### src/rtl/core/des_ks_pkg.sv
`timescale 1ns / 1ps

package des_ks_pkg;

    localparam int KEY_W  = 64;
    localparam int HALF_W = 28;
    localparam int CD_W   = 2 * HALF_W;
    localparam int RK_W   = 48;
    localparam int ROUNDS = 16;
    localparam int RND_W  = $clog2(ROUNDS);
    localparam int KIDX_W = $clog2(KEY_W);
    localparam int CIDX_W = $clog2(CD_W);

    localparam logic [RND_W-1:0] LAST_ROUND = RND_W'(ROUNDS - 1);

    typedef logic [6:0] t_pos;

    // bit positions, 1 = MSB of the source word
    localparam t_pos PC1_TAB [CD_W] = '{
        7'd57, 7'd49, 7'd41, 7'd33, 7'd25, 7'd17, 7'd9,
        7'd1,  7'd58, 7'd50, 7'd42, 7'd34, 7'd26, 7'd18,
        7'd10, 7'd2,  7'd59, 7'd51, 7'd43, 7'd35, 7'd27,
        7'd19, 7'd11, 7'd3,  7'd60, 7'd52, 7'd44, 7'd36,
        7'd63, 7'd55, 7'd47, 7'd39, 7'd31, 7'd23, 7'd15,
        7'd7,  7'd62, 7'd54, 7'd46, 7'd38, 7'd30, 7'd22,
        7'd14, 7'd6,  7'd61, 7'd53, 7'd45, 7'd37, 7'd29,
        7'd21, 7'd13, 7'd5,  7'd28, 7'd20, 7'd12, 7'd4
    };

    localparam t_pos PC2_TAB [RK_W] = '{
        7'd14, 7'd17, 7'd11, 7'd24, 7'd1,  7'd5,
        7'd3,  7'd28, 7'd15, 7'd6,  7'd21, 7'd10,
        7'd23, 7'd19, 7'd12, 7'd4,  7'd26, 7'd8,
        7'd16, 7'd7,  7'd27, 7'd20, 7'd13, 7'd2,
        7'd41, 7'd52, 7'd31, 7'd37, 7'd47, 7'd55,
        7'd30, 7'd40, 7'd51, 7'd45, 7'd33, 7'd48,
        7'd44, 7'd49, 7'd39, 7'd56, 7'd34, 7'd53,
        7'd46, 7'd42, 7'd50, 7'd36, 7'd29, 7'd32
    };

    // bit r set: round r rotates by one place, else by two
    localparam logic [ROUNDS-1:0] SHIFT_ONE = 16'h8103;

endpackage

### src/rtl/core/des_round_key_schedule.sv
`timescale 1ns / 1ps
// channel   signals                                   direction
// key       start, busy, i_key_in                     in, start && !busy
// subkey    o_valid, o_subkey, o_round_number,        out, o_last_round a one-cycle strobe
//           o_last_round
//
// A key taken in is loaded into the C and D registers; round 0 then reaches the
// ports through the output registers, then one subkey per cycle, 16 in all,
// one rotate+PC2 pass per cycle. busy drops in the cycle the last round is
// computed, so the next key can follow with no gap on the output. Synchronous
// active-low reset clears the round sequencer and o_valid. The receiver cannot stall.

module des_round_key_schedule
    import des_ks_pkg::*;
(
    input  logic              i_clk,
    input  logic              i_rst_n,
    input  logic              start,
    output logic              busy,
    input  logic [KEY_W-1:0]  i_key_in,
    output logic              o_valid,
    output logic [RK_W-1:0]   o_subkey,
    output logic [RND_W-1:0]  o_round_number,
    output logic              o_last_round
);

    logic [HALF_W-1:0] r_c, r_d, n_c, n_d;
    logic [RND_W-1:0]  r_cnt;
    logic              r_active;
    logic              r_valid;
    logic [RK_W-1:0]   r_subkey;
    logic [RND_W-1:0]  r_round_number;
    logic              r_last_round;
    logic [CD_W-1:0]   cd_init;
    logic [RK_W-1:0]   rk;
    logic              accept;
    logic              at_last;

    des_ks_pc1 u_pc1 (
        .i_key (i_key_in),
        .o_cd  (cd_init)
    );

    des_ks_round u_round (
        .i_c         (r_c),
        .i_d         (r_d),
        .i_shift_one (SHIFT_ONE[r_cnt]),
        .o_c         (n_c),
        .o_d         (n_d),
        .o_subkey    (rk)
    );

    assign at_last = (r_cnt == LAST_ROUND);
    assign busy    = r_active && !at_last;
    assign accept  = start && !busy;

    always_ff @(posedge i_clk) begin
        if (!i_rst_n) begin
            r_active <= 1'b0;
            r_cnt    <= '0;
            r_valid  <= 1'b0;
        end else begin
            r_valid <= r_active;
            if (accept) begin
                r_active <= 1'b1;
                r_cnt    <= '0;
            end else if (r_active) begin
                r_cnt <= r_cnt + 1'b1;
                if (at_last) begin
                    r_active <= 1'b0;
                end
            end
        end
    end

    always_ff @(posedge i_clk) begin
        if (accept) begin
            r_c <= cd_init[CD_W-1:HALF_W];
            r_d <= cd_init[HALF_W-1:0];
        end else if (r_active) begin
            r_c <= n_c;
            r_d <= n_d;
        end
        r_subkey       <= rk;
        r_round_number <= r_cnt;
        r_last_round   <= at_last;
    end

    assign o_valid        = r_valid;
    assign o_subkey       = r_subkey;
    assign o_round_number = r_round_number;
    assign o_last_round   = r_last_round;

endmodule

### src/rtl/core/des_ks_pc1.sv
`timescale 1ns / 1ps

module des_ks_pc1
    import des_ks_pkg::*;
(
    input  logic [KEY_W-1:0] i_key,
    output logic [CD_W-1:0]  o_cd
);

    always_comb begin
        logic [KIDX_W-1:0] src;
        o_cd = '0;
        for (int i = 0; i < CD_W; i++) begin
            src = KIDX_W'(KEY_W - int'(PC1_TAB[i]));
            o_cd[CD_W-1-i] = i_key[src];
        end
    end

endmodule

### src/rtl/core/des_ks_round.sv
`timescale 1ns / 1ps

module des_ks_round
    import des_ks_pkg::*;
(
    input  logic [HALF_W-1:0] i_c,
    input  logic [HALF_W-1:0] i_d,
    input  logic              i_shift_one,
    output logic [HALF_W-1:0] o_c,
    output logic [HALF_W-1:0] o_d,
    output logic [RK_W-1:0]   o_subkey
);

    logic [CD_W-1:0] cd;

    assign o_c = i_shift_one ? {i_c[HALF_W-2:0], i_c[HALF_W-1]}
                             : {i_c[HALF_W-3:0], i_c[HALF_W-1:HALF_W-2]};
    assign o_d = i_shift_one ? {i_d[HALF_W-2:0], i_d[HALF_W-1]}
                             : {i_d[HALF_W-3:0], i_d[HALF_W-1:HALF_W-2]};
    assign cd  = {o_c, o_d};

    always_comb begin
        logic [CIDX_W-1:0] src;
        o_subkey = '0;
        for (int i = 0; i < RK_W; i++) begin
            src = CIDX_W'(CD_W - int'(PC2_TAB[i]));
            o_subkey[RK_W-1-i] = cd[src];
        end
    end

endmodule
### config.mk
export PLATFORM = sky130hd
export DESIGN_NAME = des_round_key_schedule
export DESIGN_NICKNAME = d
export VERILOG_FILES = /design/src/rtl/core/des_ks_pkg.sv /design/src/rtl/core/des_round_key_schedule.sv /design/src/rtl/core/des_ks_pc1.sv /design/src/rtl/core/des_ks_round.sv
export SDC_FILE = /design/constraint.sdc
export NUM_CORES = 1
export LEC_CHECK = 0
export BUFFER_PORTS_ARGS = -buffer_cell sky130_fd_sc_hd__buf_4
export CAP_MARGIN = 10
export CORE_MARGIN = 2
export CORE_UTILIZATION = 50
export DETAILED_ROUTE_END_ITERATION = 7
export PLACE_DENSITY = 0.77
export SYNTH_ARGS = -nofsm -noshare
export SYNTH_HDL_FRONTEND = slang
export SYNTH_SLANG_ARGS = --single-unit
### constraint.sdc
create_clock -name i_clk -period 3.3 [get_ports i_clk]
set_input_delay 0.33 -clock i_clk [delete_from_list [all_inputs] [get_ports i_clk]]
set_output_delay 0.33 -clock i_clk [all_outputs]
set_load 0.02 [all_outputs]
==> impl_metrics.tcl, run 1 <==
set metrics [dict create \
    yosys-top-cells-area "edfxtp_1 38%, dfxtp_1 27%, mux2_2 21%" \
    avgRoutedWirePerCell_um 15.82 \
    placed_cell_area_um2 5385 \
    synth_top_cells_by_count "84 x mux2_2, 60 x dfxtp_1, 56 x edfxtp_1" \
    final_cell_area_um2 5998 \
    hpwl_mm 5.484 \
    port_buffers 113 \
    syn-cell-area_um2 4471 \
    hold_viol 0 \
    fp.dieH_um 98.56 \
    finalSetupTns_ns 0 \
    arrival_ns 2.32 \
    yosysTopAreaCell "edfxtp_1" \
    setup_viol 0 \
    finClkSkew_ns 0.008240 \
    synth-main-ff-cell "dfxtp_1" \
    track_usage_pct 17.84 \
    period_share_pct 62.80 \
    htree_levels 4 \
    row_count 34 \
    dr.first_iter.drc_count 86 \
    critPathRequiredTime_ns 3.55 \
    cts_tree "yes" \
    top_layer "met4" \
    relSlewSlack_pct 46.93 \
    place_inst 490 \
    io_pins 122 \
    post-route-min-period_ns 2.072 \
    yosys.cell_count.top_type "mux2_2" \
    worst_slew_pin_slew_ns 0.7960 \
    synth_nets 346 \
    route.met2.wl_mm 3.953 \
    synth_edf_count 56 \
    root_buffer "clkbuf_8" \
    met3_length_um 433 \
    crit_path_end_kind "flip-flop" \
    syn-instance-count 278 \
    fmax_ghz 0.4825 \
    p_leak_nw 2.552 \
    status "finished clean" \
    die_w_um 98.56 \
    yosys_warnings 0 \
    area_growth_pct 34.17 \
    p_per_area_nw_per_um2 713.3 \
    fin_util_pct 69.12 \
    grt_overflow 0 \
    fin_cells 522 \
    gp_congestion 0.7410 \
    clockBufferDepth 2 \
    vias 2574 \
    maxSlewViolCount 0 \
    yosysSeqAreaShare_pct 64.48 \
    timing.max_cap.violations 0 \
    cts_sinks 116 \
    antenna_left 0 \
    synth_top_area_share_pct 37.62 \
    antennaDiodeCount 0 \
    path_clk_slew_ns 0.05 \
    grt_pass1_wl_mm 13.48 \
    crit_type "reg2reg" \
    cts_setup_buffers 0 \
    nFillCells 621 \
    max-vdd-ir-drop_mv 0.3513 \
    insertion_delay_ns 0.50 \
    grt_pass1_vias 2671 \
    die-area_um2 9713 \
    synthArstFlopShare_pct 0 \
    vias_per_cell 4.931 \
    cts_hold_buf 0 \
    drc 0 \
    grt_max_degree 41 \
    fin_nets 469 \
    synth.ff_latch_count 116 \
    cp-start-kind "flip-flop" \
    start_util_pct 51.51 \
    synth_cell_types 28 \
    drt-total-wl_mm 8.257 \
    cts_buffers 17 \
    rsz0062_at_grt "no" \
    antenna_found_initial 0 \
    drive_gt1_share_pct 59.18 \
    wl_met1_mm 3.747 \
    firstDrtPassIters 4 \
    path_max_fanout 40 \
    core_area_um2 8678 \
    cts_resized 0 \
    synth.avg_cell_area_um2 16.08 \
    holdCritPathClass "in2reg" \
]
==> cell families (layout without fill, tap and decap cells) <==
kind of cell / count (synthesis) / in the layout / share of synthesized area, %
multiplexers: 106 / 106 / 27.26
buffers and inverters: 16 / 152 / 3.022
AND/OR/NAND/NOR: 23 / 23 / 2.659
XOR/XNOR: 3 / 3 / 0.5878
flip-flops: 116 / 116 / 64.48
adder cells (fa/ha/maj): 1 / 1 / 0.2798
AO/OA/AOI/OAI: 13 / 13 / 1.707
==> placed cells by master, fill, tap and decap left out, drive strengths merged <==
cell,n
clkbuf,19
a21boi,1
clkinv,5
o21ai,9
nand3,1
or2,1
inv,3
xor2,3
mux2,96
and2,2
buf,118
clkinvlp,3
nand3b,2
nand2b,1
nor2b,1
ha,1
nor3b,1
o21a,1
a211oi,1
bufinv,4
edfxtp,56
nand2,10
a21oi,1
nand4,1
mux2i,10
nor2,3
dfxtp,60
==> layer usage <==
metal,vias to the layer above,GRT usage (%)
met5,-,0
met4,0,7.587
met3,10,5.532
met2,75,27.42
met1,1224,23.56
li1,1265,-
==> through the flow <==
| step | setup WS, ns | power, mW | hold WS, ns |
|---|---|---|---|
| after floorplan | 1.538 | 2.180 | 0.3787 |
| after global placement | 1.263 | 2.420 | 0.3964 |
| after detailed placement | 1.233 | 2.437 | 0.3979 |
| after CTS | 1.215 | 4.312 | 0.04019 |
| after global routing | 1.090 | 4.441 | 0.05750 |
| final | 1.228 | 4.279 | 0.06103 |
==> critical path, stage by stage, from the launching register on <==
cell and delay, ns:
dfxtp_1 0.43, ha_1 0.24, nand3_2 0.13, a21boi_4 0.18
buf_4 0.43, mux2_2 0.39
==> worst paths after layout <==
path | cells past startpoint | to | start | slack [ns]
worst max-delay path | 5 | r_d[26] | r_cnt[0] | 1.23
worst min-delay path | 2 | r_active | i_rst_n | 0.06
worst max register to register | 5 | r_d[26] | r_cnt[0] | 1.23
worst min register to register | 0 | o_round_number[1] | r_cnt[1] | 0.41
==> where the power goes <==
part | switching [mW] | total [mW] | internal, mW | leakage (nW)
sequential | 0.0804 | 1.81 | 1.73 | 1.07
clock | 0.633 | 1.88 | 1.24 | 0.290
combinational | 0.273 | 0.593 | 0.320 | 1.20
total | 0.987 | 4.28 | 3.29 | 2.55
==> layout make-up <==
type	instances	area, um^2	share of cell area, %
inverter	2	7.507	0.1252
multi-input combinational	146	1460	24.34
sequential	116	2884	48.08
clock inverter	13	181.4	3.025
tap	108	135.1	2.253
timing repair buffer	118	898.4	14.98
clock buffer	19	431.7	7.196
==> registers in the layout (all words and copies together), names as in the netlist <==
signal,cells
o_round_number,4
o_valid,1
o_last_round,1
r_d,28
r_cnt,4
r_c,28
u_round.i_shift_one,1
o_subkey,48
r_active,1
No activity file was read; power rests on OpenSTA's default activity.
==> run 2, diff against run 1 <==
--- a/config.mk
+++ b/config.mk
@@ -8,9 +8,9 @@
 export BUFFER_PORTS_ARGS = -buffer_cell sky130_fd_sc_hd__buf_4
 export CAP_MARGIN = 10
 export CORE_MARGIN = 2
-export CORE_UTILIZATION = 50
+export CORE_UTILIZATION = 47
 export DETAILED_ROUTE_END_ITERATION = 7
-export PLACE_DENSITY = 0.77
+export PLACE_DENSITY = 0.76
 export SYNTH_ARGS = -nofsm -noshare
 export SYNTH_HDL_FRONTEND = slang
 export SYNTH_SLANG_ARGS = --single-unit
==> constraint.sdc (replaced) <==
create_clock -name i_clk -period 1.8 [get_ports i_clk]
set_input_delay 0.18 -clock i_clk [delete_from_list [all_inputs] [get_ports i_clk]]
set_output_delay 0.18 -clock i_clk [all_outputs]
set_load 0.02 [all_outputs]
==> impl_metrics.tcl, run 2 (same netlist as run 1, synthesis figures left out) <==
set metrics [dict create \
    antennaDiodeCount 0 \
    avgRoutedWirePerCell_um 15.43 \
    hold_depth 4 \
    status "finished clean" \
    grt_overflow 0 \
    core_area_um2 9240 \
    die-area_um2 10310 \
    arrival_ns 2.12 \
    period_share_pct 95.97 \
    firstDrtPassIters 4 \
    reg2reg_from "r_cnt[1]" \
    nFillCells 606 \
    drc 0 \
    port_buffers 113 \
    largest_register_ff_count 48 \
    worstHoldStart "start" \
    die_w_um 101.5 \
    p_leak_nw 2.855 \
    relSlewSlack_pct 81.21 \
    final_common_cell "buf_4" \
    antenna_found_initial 0 \
    post-route-min-period_ns 1.727 \
    ff2ff_setup_slack_ns 0.07 \
    max-vdd-ir-drop_mv 0.6811 \
    fmax_ghz 0.5789 \
    io_pins 122 \
    drt-total-wl_mm 9.410 \
    drive_gt1_share_pct 53.85 \
    clockBufferDepth 2 \
    vias_per_cell 4.766 \
    htree_levels 4 \
    p_total_mw 7.705 \
    area_growth_pct 50.10 \
    root_buffer "clkbuf_8" \
    path_max_fanout 2 \
    start_util_pct 48.38 \
    rsz0062_at_grt "no" \
    grt_max_degree 46 \
    critPathRequiredTime_ns 2.19 \
    holdCritPathClass "in2reg" \
    finalSetupTns_ns 0 \
    fin_nets 536 \
    maxSlewViolCount 0 \
    final_cell_mix "120 x buf_4, 84 x mux2_2, 58 x dlygate4sd3_1" \
    rr_worst_depth 6 \
    row_count 35 \
    p_per_area_nw_per_um2 1148 \
    cts_sinks 116 \
    setup_viol 0 \
    cp-start-kind "flip-flop" \
    timing.max_cap.violations 0 \
    worst_slew_pin_slew_ns 0.2819 \
    crit_path_end_kind "flip-flop" \
    crit_type "reg2reg" \
    hpwl_mm 5.518 \
    r2r-end "r_active" \
    fp.dieH_um 101.5 \
    antenna_left 0 \
    vias 2907 \
    insertion_delay_ns 0.51 \
    cts_tree "yes" \
    whs_endpoint "r_cnt[2]" \
    grt_pass1_vias 3078 \
    path_clk_slew_ns 0.05 \
    grt_pass1_wl_mm 14.86 \
    gp_congestion 0.7571 \
    finClkSkew_ns 0.01108 \
    dr.first_iter.drc_count 63 \
    track_usage_pct 19.16 \
    cts_buffers 17 \
    hold_viol 0 \
]
-- run 2: routing by layer --
layer | global-route usage [%] | part of all wire, % | vias up
met5 | 0 | 0 | -
met4 | 7.173 | 0.67 | 0
met3 | 6.694 | 4.9 | 6
met2 | 31.73 | 50 | 83
met1 | 23.10 | 44 | 1419
li1 | - | - | 1399
-- run 2: timing repair --
action                     4_1_cts  5_1_grt
hold endpoints to repair        62        0
buffers inserted                 1        1
setup endpoints to repair       32        4
resized for setup                5        2
pin swaps                        1        0
hold buffers                    58        0
-- run 2: how the worst max path moves through the flow --
stage	startpoint	endpoint	slack [ns]	cells after the start
5_1_grt	r_cnt[1]	r_c[1]	0.0002	5
2_1_floorplan	r_cnt[0]	r_c[14]	0.04	6
3_5_place_dp	r_cnt[0]	r_d[20]	0.001	5
6_report	r_cnt[1]	r_active	0.07	6
3_3_place_gp	r_cnt[0]	r_d[22]	0.04	5
4_1_cts	r_cnt[1]	busy	0.03	5
-- run 2: power breakdown --
part / switching (mW) / total, mW / leakage, nW / internal, mW
Sequential: 0.141 / 3.31 / 1.07 / 3.17
Combinational: 0.553 / 1.25 / 1.51 / 0.696
Clock: 1.12 / 3.14 / 0.277 / 2.02
Total: 1.82 / 7.70 / 2.86 / 5.89
-- run 2: cell type report --
type,instances,area (um^2),share of cell area (%)
tap,129,161.4,2.405
sequential,116,2887,43.02
inverter,2,7.507,0.1119
clock buffer,21,449.2,6.694
multi-input combinational,146,1483,22.10
clock inverter,11,110.1,1.641
timing repair buffer,185,1613,24.04
-- run 2: worst max-delay path, cell delays in order, from the launching register on --
cell and delay, ns:
dfxtp_2 0.35, ha_4 0.15, nand3_4 0.09, buf_4 0.15, and2_4 0.16, o21a_1 0.17, dlygate4sd3_1 0.55
-- run 2: through the flow --
step	instance area (um^2)	hold WS, ns	util (%)	worst slack [ns]	instances
after global routing	6710	0.06020	72.62	0.0002220	610
after detailed placement	5527	0.4174	59.81	0.0009692	518
after global placement	5527	0.4177	59.81	0.03985	518
after CTS	6696	0.02748	72.47	0.03238	609
final	6710	0.07421	72.62	0.07252	610
after floorplan	4471	0.2978	-	0.03843	278
